==> config.mk <==
export PLATFORM = sky130hd
export DESIGN_NAME = audio_gain_ramp_crossfade
export DESIGN_NICKNAME = d
export VERILOG_FILES = /design/src/hdl/agrc_pkg.sv /design/src/hdl/audio_gain_ramp_crossfade.sv
export SDC_FILE = /design/constraint.sdc
export NUM_CORES = 1
export LEC_CHECK = 0
export BUFFER_PORTS_ARGS = -buffer_cell sky130_fd_sc_hd__buf_2
export CAP_MARGIN = 25
export CORE_MARGIN = 2
export CORE_UTILIZATION = 42
export DETAILED_ROUTE_END_ITERATION = 16
export PLACE_DENSITY = 0.63
export SKIP_LAST_GASP = 1
export SLEW_MARGIN = 10
export SYNTH_ARGS = -nofsm -noshare
export SYNTH_HDL_FRONTEND = slang
export SYNTH_SLANG_ARGS = --single-unit
==> constraint.sdc <==
create_clock -name clk -period 17 [get_ports clk]
set_input_delay 1.7 -clock clk [delete_from_list [all_inputs] [get_ports clk]]
set_output_delay 1.7 -clock clk [all_outputs]
set_load 0.01 [all_outputs]
==> src/hdl/agrc_pkg.sv <==
// Package for the audio gain ramp / crossfade block: widths, register indexes,
// mode and state codes, and the saturation helper.
// No dependencies.
package agrc_pkg;

    localparam int MAX_BLOCK = 4096;
    localparam int SAMPLE_W  = 16;
    localparam int GAIN_W    = 16;
    localparam int LEN_W     = 13;
    localparam int POS_W     = $clog2(MAX_BLOCK);
    localparam int WT_W      = 17;              // weight 0..65536, 16 fraction bits
    localparam int MUL_W     = 18;              // serial multiplier operand width
    localparam int PROD_W    = 2 * MUL_W + 1;
    localparam int ACC_W     = 25;              // pre-saturation result width
    localparam int CNT_W     = 5;
    localparam int IDX_W     = 2;
    localparam int CFG_W     = 16;

    localparam logic [IDX_W-1:0] IDX_MODE       = 2'd0;
    localparam logic [IDX_W-1:0] IDX_BLOCK_LEN  = 2'd1;
    localparam logic [IDX_W-1:0] IDX_BEGIN_GAIN = 2'd2;
    localparam logic [IDX_W-1:0] IDX_END_GAIN   = 2'd3;

    typedef enum logic [1:0] {
        MODE_GAIN,
        MODE_RAMP,
        MODE_FADE,
        MODE_MIX
    } mode_t;

    typedef enum logic [1:0] {
        ST_IDLE,
        ST_DIV,
        ST_MUL,
        ST_DONE
    } state_t;

    // clamp a signed value to the Q1.15 range
    function automatic logic [SAMPLE_W-1:0] sat16(input logic [ACC_W-1:0] y);
        logic [SAMPLE_W-1:0] r;
        begin
            if (!y[ACC_W-1] && (|y[ACC_W-2:SAMPLE_W-1]))
            begin
                r = {1'b0, {(SAMPLE_W-1){1'b1}}};
            end
            else if (y[ACC_W-1] && !(&y[ACC_W-2:SAMPLE_W-1]))
            begin
                r = {1'b1, {(SAMPLE_W-1){1'b0}}};
            end
            else
            begin
                r = y[SAMPLE_W-1:0];
            end
            return r;
        end
    endfunction

endpackage

==> src/hdl/audio_gain_ramp_crossfade.sv <==
// Gain ramp, crossfade and mix for Q1.15 audio, with a bit-serial divider
// and a shift-add multiplier. Depends on agrc_pkg.
//
// One item (sample A, sample B) is processed at a time. The fade weight
// position/(length-1) comes from a restoring divider, one quotient bit a cycle,
// and products from a shift-add multiplier, one multiplier bit a cycle. Mix
// mode uses neither; constant gain takes one product, crossfade a division and
// one product, and gain ramp a division and two products. With a block length
// of one the divider is skipped. A finished sample sits in an output register,
// so the next item is taken while it waits; the following result then holds
// the input off until that register drains. Configuration writes never reset
// the block position.
module audio_gain_ramp_crossfade (
    input  logic                                 clk,
    input  logic                                 rst_n,
    input  logic                                 s_tvalid,
    output logic                                 s_tready,
    input  logic [2*agrc_pkg::SAMPLE_W-1:0]      s_tdata,   // sample_a, sample_b
    output logic                                 m_tvalid,
    input  logic                                 m_tready,
    output logic [agrc_pkg::SAMPLE_W-1:0]        m_tdata,   // sample_out
    output logic                                 m_tlast,   // block_end
    input  logic                                 cfg_we,
    input  logic [agrc_pkg::IDX_W-1:0]           cfg_index,
    input  logic [agrc_pkg::CFG_W-1:0]           cfg_data
);
    import agrc_pkg::*;

    state_t              state_reg, state_next;
    mode_t               mode_reg;
    logic [LEN_W-1:0]    block_len_reg;
    logic [GAIN_W-1:0]   begin_gain_reg;
    logic [GAIN_W-1:0]   end_gain_reg;

    logic [POS_W-1:0]    pos_reg, pos_next;
    logic [SAMPLE_W-1:0] a_reg, a_next;
    logic                last_reg, last_next;
    logic                pass_reg, pass_next;
    logic [CNT_W-1:0]    cnt_reg, cnt_next;
    logic [POS_W:0]      rem_reg, rem_next;
    logic [WT_W-1:0]     q_reg, q_next;
    logic [MUL_W-1:0]    m_reg, m_next;
    logic [MUL_W-1:0]    n_reg, n_next;
    logic [MUL_W:0]      hi_reg, hi_next;
    logic [MUL_W-1:0]    lo_reg, lo_next;
    logic [SAMPLE_W-1:0] y_reg, y_next;
    logic                out_valid_reg, out_valid_next;
    logic [SAMPLE_W-1:0] out_data_reg, out_data_next;
    logic                out_last_reg, out_last_next;

    logic [LEN_W-1:0]    len_eff;
    logic [POS_W-1:0]    div_d;
    logic [POS_W-1:0]    p_cur;
    logic                last_cur;
    logic [SAMPLE_W-1:0] in_a, in_b;
    logic                div_ge;
    logic [POS_W:0]      rem_sub;
    logic [MUL_W:0]      m_ext, addend, mul_sum;
    logic [PROD_W-1:0]   prod;
    logic [PROD_W-17:0]  prod_hi16;
    logic [MUL_W-1:0]    ramp_gain;
    logic [ACC_W-1:0]    fade_y;

    assign in_a = s_tdata[SAMPLE_W-1:0];
    assign in_b = s_tdata[2*SAMPLE_W-1:SAMPLE_W];

    always_comb
    begin
        if (block_len_reg == '0)
        begin
            len_eff = LEN_W'(1);
        end
        else if (block_len_reg > LEN_W'(MAX_BLOCK))
        begin
            len_eff = LEN_W'(MAX_BLOCK);
        end
        else
        begin
            len_eff = block_len_reg;
        end
    end

    assign div_d    = POS_W'(len_eff - LEN_W'(1));
    assign p_cur    = (pos_reg > div_d) ? div_d : pos_reg;
    assign last_cur = (p_cur == div_d);

    // divider step
    assign div_ge  = (rem_reg >= {1'b0, div_d});
    assign rem_sub = div_ge ? (rem_reg - {1'b0, div_d}) : rem_reg;

    // multiplier step, last bit of the multiplier carries negative weight
    assign m_ext   = {m_reg[MUL_W-1], m_reg};
    assign addend  = n_reg[0] ? ((cnt_reg == CNT_W'(MUL_W-1)) ? (~m_ext + 1'b1) : m_ext)
                              : '0;
    assign mul_sum = hi_reg + addend;
    assign prod    = {mul_sum[MUL_W], mul_sum, lo_reg[MUL_W-1:1]};
    assign prod_hi16 = prod[PROD_W-1:16];
    assign ramp_gain = {{(MUL_W-GAIN_W){begin_gain_reg[GAIN_W-1]}}, begin_gain_reg}
                       + prod_hi16[MUL_W-1:0];
    assign fade_y    = {{(ACC_W-SAMPLE_W){a_reg[SAMPLE_W-1]}}, a_reg}
                       + {{(ACC_W-(PROD_W-16)){prod_hi16[PROD_W-17]}}, prod_hi16};

    always_comb
    begin
        state_next     = state_reg;
        pos_next       = pos_reg;
        a_next         = a_reg;
        last_next      = last_reg;
        pass_next      = pass_reg;
        cnt_next       = cnt_reg;
        rem_next       = rem_reg;
        q_next         = q_reg;
        m_next         = m_reg;
        n_next         = n_reg;
        hi_next        = hi_reg;
        lo_next        = lo_reg;
        y_next         = y_reg;
        out_valid_next = out_valid_reg;
        out_data_next  = out_data_reg;
        out_last_next  = out_last_reg;
        s_tready       = 1'b0;

        if (out_valid_reg && m_tready)
        begin
            out_valid_next = 1'b0;
        end

        case (state_reg)
            ST_IDLE:
            begin
                s_tready = 1'b1;
                if (s_tvalid)
                begin
                    a_next    = in_a;
                    last_next = last_cur;
                    pos_next  = last_cur ? '0 : p_cur + POS_W'(1);
                    pass_next = 1'b0;
                    cnt_next  = '0;
                    hi_next   = '0;
                    lo_next   = '0;
                    rem_next  = {1'b0, p_cur};
                    q_next    = '0;
                    n_next    = '0;
                    case (mode_reg)
                        MODE_GAIN:
                        begin
                            m_next     = {{(MUL_W-GAIN_W){begin_gain_reg[GAIN_W-1]}},
                                          begin_gain_reg};
                            n_next     = {{(MUL_W-SAMPLE_W){in_a[SAMPLE_W-1]}}, in_a};
                            state_next = ST_MUL;
                        end
                        MODE_RAMP:
                        begin
                            m_next     = {end_gain_reg[GAIN_W-1], end_gain_reg[GAIN_W-1],
                                          end_gain_reg}
                                         - {begin_gain_reg[GAIN_W-1],
                                            begin_gain_reg[GAIN_W-1], begin_gain_reg};
                            state_next = (div_d == '0) ? ST_MUL : ST_DIV;
                        end
                        MODE_FADE:
                        begin
                            m_next     = {in_b[SAMPLE_W-1], in_b[SAMPLE_W-1], in_b}
                                         - {in_a[SAMPLE_W-1], in_a[SAMPLE_W-1], in_a};
                            state_next = (div_d == '0) ? ST_MUL : ST_DIV;
                        end
                        default:
                        begin
                            y_next     = sat16({{(ACC_W-SAMPLE_W){in_a[SAMPLE_W-1]}}, in_a}
                                               + {{(ACC_W-SAMPLE_W){in_b[SAMPLE_W-1]}}, in_b});
                            state_next = ST_DONE;
                        end
                    endcase
                end
            end
            ST_DIV:
            begin
                rem_next = {rem_sub[POS_W-1:0], 1'b0};
                q_next   = {q_reg[WT_W-2:0], div_ge};
                cnt_next = cnt_reg + CNT_W'(1);
                if (cnt_reg == CNT_W'(WT_W-1))
                begin
                    n_next     = {{(MUL_W-WT_W){1'b0}}, q_reg[WT_W-2:0], div_ge};
                    cnt_next   = '0;
                    state_next = ST_MUL;
                end
            end
            ST_MUL:
            begin
                hi_next  = {mul_sum[MUL_W], mul_sum[MUL_W:1]};
                lo_next  = {mul_sum[0], lo_reg[MUL_W-1:1]};
                n_next   = {1'b0, n_reg[MUL_W-1:1]};
                cnt_next = cnt_reg + CNT_W'(1);
                if (cnt_reg == CNT_W'(MUL_W-1))
                begin
                    cnt_next = '0;
                    if (mode_reg == MODE_RAMP && !pass_reg)
                    begin
                        // second pass: sample A times the interpolated gain
                        m_next    = ramp_gain;
                        n_next    = {{(MUL_W-SAMPLE_W){a_reg[SAMPLE_W-1]}}, a_reg};
                        hi_next   = '0;
                        lo_next   = '0;
                        pass_next = 1'b1;
                    end
                    else if (mode_reg == MODE_FADE)
                    begin
                        y_next     = sat16(fade_y);
                        state_next = ST_DONE;
                    end
                    else
                    begin
                        y_next     = sat16(prod[ACC_W+11:12]);
                        state_next = ST_DONE;
                    end
                end
            end
            ST_DONE:
            begin
                if (!out_valid_reg || m_tready)
                begin
                    out_valid_next = 1'b1;
                    out_data_next  = y_reg;
                    out_last_next  = last_reg;
                    state_next     = ST_IDLE;
                end
            end
            default:
            begin
                state_next = ST_IDLE;
            end
        endcase
    end

    always_ff @(posedge clk or negedge rst_n)
    begin
        if (!rst_n)
        begin
            state_reg      <= ST_IDLE;
            pos_reg        <= '0;
            pass_reg       <= 1'b0;
            cnt_reg        <= '0;
            out_valid_reg  <= 1'b0;
            mode_reg       <= MODE_GAIN;
            block_len_reg  <= LEN_W'(4096);
            begin_gain_reg <= GAIN_W'(4096);
            end_gain_reg   <= GAIN_W'(4096);
        end
        else
        begin
            state_reg     <= state_next;
            pos_reg       <= pos_next;
            pass_reg      <= pass_next;
            cnt_reg       <= cnt_next;
            out_valid_reg <= out_valid_next;
            if (cfg_we)
            begin
                case (cfg_index)
                    IDX_MODE:       mode_reg       <= mode_t'(cfg_data[1:0]);
                    IDX_BLOCK_LEN:  block_len_reg  <= cfg_data[LEN_W-1:0];
                    IDX_BEGIN_GAIN: begin_gain_reg <= cfg_data[GAIN_W-1:0];
                    IDX_END_GAIN:   end_gain_reg   <= cfg_data[GAIN_W-1:0];
                    default:        mode_reg       <= mode_reg;
                endcase
            end
        end
    end

    always_ff @(posedge clk)
    begin
        a_reg        <= a_next;
        last_reg     <= last_next;
        rem_reg      <= rem_next;
        q_reg        <= q_next;
        m_reg        <= m_next;
        n_reg        <= n_next;
        hi_reg       <= hi_next;
        lo_reg       <= lo_next;
        y_reg        <= y_next;
        out_data_reg <= out_data_next;
        out_last_reg <= out_last_next;
    end

    assign m_tvalid = out_valid_reg;
    assign m_tdata  = out_data_reg;
    assign m_tlast  = out_last_reg;

endmodule

==> run metrics, run 1 <==
Synth-to-Final Area Change 11.3%; Multi-input gate area roughly 9500 um2; Arrival @ worst endpoint 6.73 ns; Final Max Slew Viols 0; Final Skew ~0.024 ns; Net count, final between 1.5k and 2k; count of cell types in the netlist 80; Residual DRC 0; cell accounting for the most synthesized area edfxtp_1; Post-CTS Setup Inserts 0; crit share post-route approximately 37%; slowest CP cell nor3_1; post-synthesis adder-cell area fraction 12.3%; # diodes 0; Sequential Power Share approximately 22%; fraction of power spent switching nets a little under half; worst hold-check path type flip-flop to flip-flop; setup TNS after final layout 0 ns; # rows 71; root buffer selected by CTS clkbuf_16; syn nets between 1.5k and 2k; GR Util All Layers 22.8%; Core Area between 30,000 and 40,000 um2; post-CTS sizing 0; initial core utilization a little over two fifths; Setup CP Type flip-flop to flip-flop; largest family of logic cells by synthesized area compound AO/OA/AOI/OAI gates; final hold violation count 0; FILL cells between 3k and 4k; Lkg Pwr between 7 and 8 nW; dominant cells by area after synthesis edfxtp_1 (26%), ha_1 (11%), dfrtp_1 (10%), mux2_2 (4.3%), xnor2_1 (4.1%); DR iter-0 viols roughly 1.1k; post-DP HPWL ~35,000 um; Compound-Gate Fraction of Synth Area a little under a fifth; Max Cap Viol 0; # clock sinks roughly 200; flop2flop setup slack about 11 ns; Critical path buffers and inverters 2; Avg WL per Cell between 15 and 20 um; power density over the cells 238 nW/um2; fmax about 160 MHz; largest net degree at the start of global routing 69; Rel. slew slack 36.7%; grt total ovfl 0; total number of vias roughly 13k; warnings from Yosys 0; crit path cell chain nor3b_1, nand2_1, or3_1, a21boi_0, ha_1, o211ai_1, o21ai_0, o21ai_1, nand2_1, xnor2_1, inv_1, ha_1, and3_1, and3_1, nor3_1, o31ai_1, xnor2_1, and3_1, a311oi_2, buf_4, a21oi_1, o221ai_1; Cells after Synth about 1.7k; Routed Antenna Nets 0; register area share after synthesis 36.5%; worst slew pin tran 0.949 ns; clock share of power around an eighth; CTS Buffer Depth 3; commonest non-fill, non-tap cell in the layout ha_1; commonest cells after routing, fill and taps aside ha_1 (146), edfxtp_1 (138), nor2_1 (133), a21oi_1 (126), nand2_1 (114); Die H 199 um; Synth Area in XOR/XNOR 6.61%; GPL Wtd Cong 0.908; fin crit period about 6.4 ns; CP max stage delay between 0.4 and 0.5 ns; synthesized cell area about 16,000 um2; vias in the first global route roughly 13k; Worst Path Max Fanout 14; CTS clock-pin slew for the worst setup and hold paths ~0.06 ns; DRT Pass-1 Iters 5; # port buffers 73; VDD IR max between 0.00008 and 0.00009 V; cell seen most often among critical-path stages and3_1; status complete, no violations; initial antenna violation count 1; IO Count 74; RSZ-0062 raised after global routing no; Comb power frac between 60 and 70%; share of cells above drive strength 1 ~13%; CTS H-tree lvls 1; total routed wirelength between 40,000 and 50,000 um; EDFF count, synth approximately 140; Mean Syn Cell Area ~9.4 um2; required time worst endpoint 17.37 ns; ys flop type edfxtp_1; TritonCTS clock tree built; top cell type's share of synthesized area between 20% and 30%; CP Launch Type flip-flop; CTS Buf Count 25; setup violators final 0; Via density about 5.8; Layout Utilization about 47%; wire length of the first global-routing pass 71,200 um; NetSw 2.01 mW; Int Pwr between 2 and 2.5 mW; total power ~4.3 mW; Critical Path Sink Type flip-flop; post-synthesis mux area share about 5.9%; Async SR Flop Fraction roughly 33%; die area between 30,000 and 40,000 um2; worst skew pair latency approximately 0.55 ns; hold_buf cts 0; sequential cell area roughly 5800 um2; Die W approximately 200 um; delay-heaviest family, CP simple AND/OR/NAND/NOR gates; FF+latch count, synth 206; Post-Synth Simple-Gate Area between 15 and 20%
## final cells by class
cell class | instances | area share, %
timing repair buffer | 93 | 3.06
clock inverter | 14 | 0.876
inverter | 111 | 2.33
tap | 511 | 3.58
sequential | 206 | 32.8
clock buffer | 31 | 3.92
multi-input combinational | 1330 | 53.5
## metal layers
metal  up-vias  global-route usage, %  part of all wire [%]
met5         -                      0                 0.029
met4         2                   6.42                   3.1
met3        66                   2.57                   5.1
met2       367                   38.1                    47
met1      6452                   31.3                    45
li1       6400                      -                     -
## through the flow
stage / worst slack (ns) / hold slack [ns] / std cells / area [um2]
2_1_floorplan: 11.16 / 0.400 / 1711 / 16000
3_3_place_gp: 10.44 / 0.406 / 2245 / 16900
3_5_place_dp: 10.73 / 0.407 / 2249 / 17000
4_1_cts: 10.69 / 0.421 / 2294 / 17800
5_1_grt: 10.01 / 0.425 / 2296 / 17900
6_report: 10.64 / 0.420 / 2296 / 17900
## final timing paths
path	startpoint	end	depth (start not counted)
worst min-delay path	y_reg[13]	m_tdata[13]	0
max in group asynchronous	rst_n	block_len_reg[0]	2
worst min register to register	y_reg[13]	m_tdata[13]	0
worst max-delay path	cnt_reg[2]	y_reg[6]	22
min in group asynchronous	rst_n	end_gain_reg[10]	2
worst max register to register	cnt_reg[2]	y_reg[6]	22
## Yosys cell counts (4+ instances only)
cell type / n
a311oi_1: 8
nand4_1: 18
a31oi_1: 10
nor2_1: 133
nand3_1: 36
a211oi_1: 18
inv_1: 110
a221oi_1: 10
o21bai_1: 11
xor2_1: 46
a21boi_0: 8
o41ai_1: 5
nor3_1: 34
edfxtp_1: 138
buf_1: 4
clkbuf_1: 56
and2_1: 40
o22ai_1: 13
o21a_1: 17
a21o_1: 35
o221ai_1: 14
nor2b_1: 24
and3_1: 19
xnor2_1: 75
mux2i_1: 26
dfrtp_1: 65
a211o_1: 5
nand3b_1: 4
ha_1: 147
o31ai_1: 34
a21oi_1: 127
o211ai_1: 14
or3_1: 14
mux2_2: 61
fa_1: 7
nor4_1: 10
or4_1: 4
nor3b_1: 4
o2111ai_1: 4
o21ai_0: 104
or2_2: 6
nand2_1: 114
nand2b_1: 20
## kinds of logic after synthesis
family,after synthesis
AOI/OAI and AO/OA,472
xor gates and xnor gates,121
adders and majority gates,154
buffers and inverters,175
DFF,206
muxes,87
and+or+nand+nor,496
## power groups by stage
| stage | Sequential [mW] | Clock (mW) | Combinational [mW] |
|---|---|---|---|
| 2_1_floorplan | 0.906 | 0 | 2.03 |
| 5_1_grt | 0.962 | 0.592 | 3.05 |
| 3_3_place_gp | 0.943 | 0 | 2.65 |
| 3_5_place_dp | 0.946 | 0 | 2.70 |
| 4_1_cts | 0.940 | 0.577 | 2.71 |
| 6_report | 0.939 | 0.567 | 2.75 |
Power figures use the tool's default switching activity.
==> run 2: changes to the inputs <==
clock period = 6.4 ns   (was 17 ns; I/O delays follow)
==> run metrics, run 2 (same netlist as run 1, synthesis figures left out) <==
status complete, no violations (unchanged); Worst Path Max Fanout 15 (was 14); TritonCTS clock tree built (unchanged); DRT Pass-1 Iters 6 (was 5); post-CTS sizing 0 (unchanged); DR iter-0 viols 858 (was 1,104); root buffer selected by CTS clkbuf_16 (unchanged); fin area 18,100 um2 (was 17,900 um2); grt total ovfl 0 (unchanged); # port buffers 73 (unchanged); GR Util All Layers 22.7% (was 22.8%); share of cells above drive strength 1 14.1% (was 12.7%); CTS clock-pin slew for the worst setup and hold paths 0.06 ns (about the same); Routed Antenna Nets 0 (unchanged); required time worst endpoint 6.75 ns (was 17.37 ns); final hold violation count 0 (unchanged); fmax 165 MHz (was 157 MHz); FILL cells 3,654 (was 3,620); Rel. slew slack 35.4% (was 36.7%); CTS H-tree lvls 1 (unchanged); commonest non-fill, non-tap cell in the layout ha_1 (unchanged); Final Max Slew Viols 0 (unchanged); R2R cell count 21 (was 22); hold_buf cts 0 (unchanged); Net count, final 1,996 (was 1,976); CTS Buf Count 27 (was 25); total number of vias 13.3k (about the same); Post-CTS Setup Inserts 0 (unchanged); worst hold-check path type primary input to asynchronous set/reset pin (was flip-flop to flip-flop); Via density 5.73 (was 5.79); Die H 199 um (unchanged); commonest cells after routing, fill and taps aside ha_1 (146), edfxtp_1 (138), nor2_1 (133), a21oi_1 (125), nand2_1 (114) (was ha_1 (146), edfxtp_1 (138), nor2_1 (133), a21oi_1 (126), nand2_1 (114)); RSZ-0062 raised after global routing no (unchanged); dpl cells 2,268 (was 2,249); Final Non-Filler Cells 2,319 (was 2,296); Setup CP Type flip-flop to flip-flop (unchanged); Residual DRC 0 (unchanged); die area 39,700 um2 (unchanged); IO Count 74 (unchanged); worst skew pair latency 0.57 ns (was 0.55 ns); Core Area 37,700 um2 (unchanged); initial core utilization 42.6% (unchanged); initial antenna violation count 0 (was 1); GPL Wtd Cong 0.893 (was 0.908); total routed wirelength 44,700 um (was 45,000 um); Final Skew 0.0325 ns (was 0.0236 ns); Lkg Pwr 7.60 nW (was 7.46 nW); Placed Area 17,100 um2 (was 17,000 um2); power density over the cells 641 nW/um2 (was 238 nW/um2); CP Launch Type flip-flop (unchanged); Die W 199 um (unchanged); crit share post-route 94.8% (was 37.4%); Arrival @ worst endpoint 6.42 ns (was 6.73 ns); VDD IR max 0.000252 V (was 0.0000892 V); vias in the first global route 12.8k (was 12.9k); post-DP HPWL 34,800 um (was 34,600 um); largest net degree at the start of global routing 69 (unchanged); setup TNS after final layout 0 ns (unchanged); Critical Path Sink Type flip-flop (unchanged); wire length of the first global-routing pass 70,400 um (was 71,200 um); Max Cap Viol 0 (unchanged); # diodes 0 (unchanged); CTS Buffer Depth 3 (unchanged); WHS 0.277 ns (was 0.420 ns); Synth-to-Final Area Change 12.9% (was 11.3%); Avg WL per Cell 19.3 um (was 19.6 um); # clock sinks 206 (unchanged); worst slew pin tran 0.967 ns (was 0.949 ns); # rows 71 (unchanged); fin crit period 6.07 ns (was 6.36 ns); setup violators final 0 (unchanged)
-- run 2: changes by cell type in the layout (fill, tap and decap cells not counted), sizes merged --
cell    change
buf        +18
bufinv      +1
clkbuf      -1
clkinv      +3
inv         +2
-- run 2: final timing paths --
check,start,endpoint,slack (ns)
worst max-delay path,m_reg[3],y_reg[5],0.33
worst min-delay path,rst_n,begin_gain_reg[14],0.28
worst max register to register,m_reg[3],y_reg[5],0.33
worst min register to register,last_reg,m_tlast,0.42
max in group asynchronous,rst_n,cnt_reg[4],5.52
min in group clk,cfg_data[13],begin_gain_reg[13],0.32
-- run 2: metal layers --
| metal | GRT usage [%] | vias up | wire length (um) |
|---|---|---|---|
| met5 | 0 | - | 0 |
| met3 | 3.17 | 60 | 2390 |
| met4 | 5.79 | 0 | 1190 |
| met2 | 38.2 | 364 | 21100 |
| met1 | 30.7 | 6422 | 20100 |
| li1 | - | 6440 | - |
-- run 2: power by group --
part / internal [mW] / switching, mW
Combinational: 3.02 / 4.47
Clock: 0.976 / 0.641
Sequential: 2.18 / 0.314
-- run 2: critical path, stage by stage (launching register included) --
cell and delay [ns]:
edfxtp_1 0.44, or4_1 0.60, or2_2 0.35, nor2_1 0.25
o21ai_0 0.11, a21boi_0 0.19, ha_1 0.34, a21o_1 0.22
a21o_1 0.21, a21o_1 0.21, a211o_1 0.31, nor3_1 0.47
ha_1 0.35, nand3_1 0.13, o31a_1 0.30, nand3_1 0.09
a21oi_1 0.08, xnor2_1 0.20, o41ai_2 0.39, buf_4 0.28
a21oi_1 0.09, o221ai_1 0.23
-- run 2: area by class of cell --
class	count	area (um2)	share of cell area (%)
clock buffer	30	717	3.96
tap	511	639	3.53
inverter	111	417	2.30
timing repair buffer	111	682	3.77
sequential	206	5850	32.3
clock inverter	20	230	1.27
multi-input combinational	1330	9570	52.8
-- run 2: stage by stage --
stage	util, %	setup WS, ns	power [mW]
floorplan	-	0.561	7.81
global placement	45.3	0.0482	9.70
detailed placement	45.4	0.259	9.84
CTS	47.9	0.215	11.5
global route	48.1	0.0140	12.6
finish	48.1	0.330	11.6
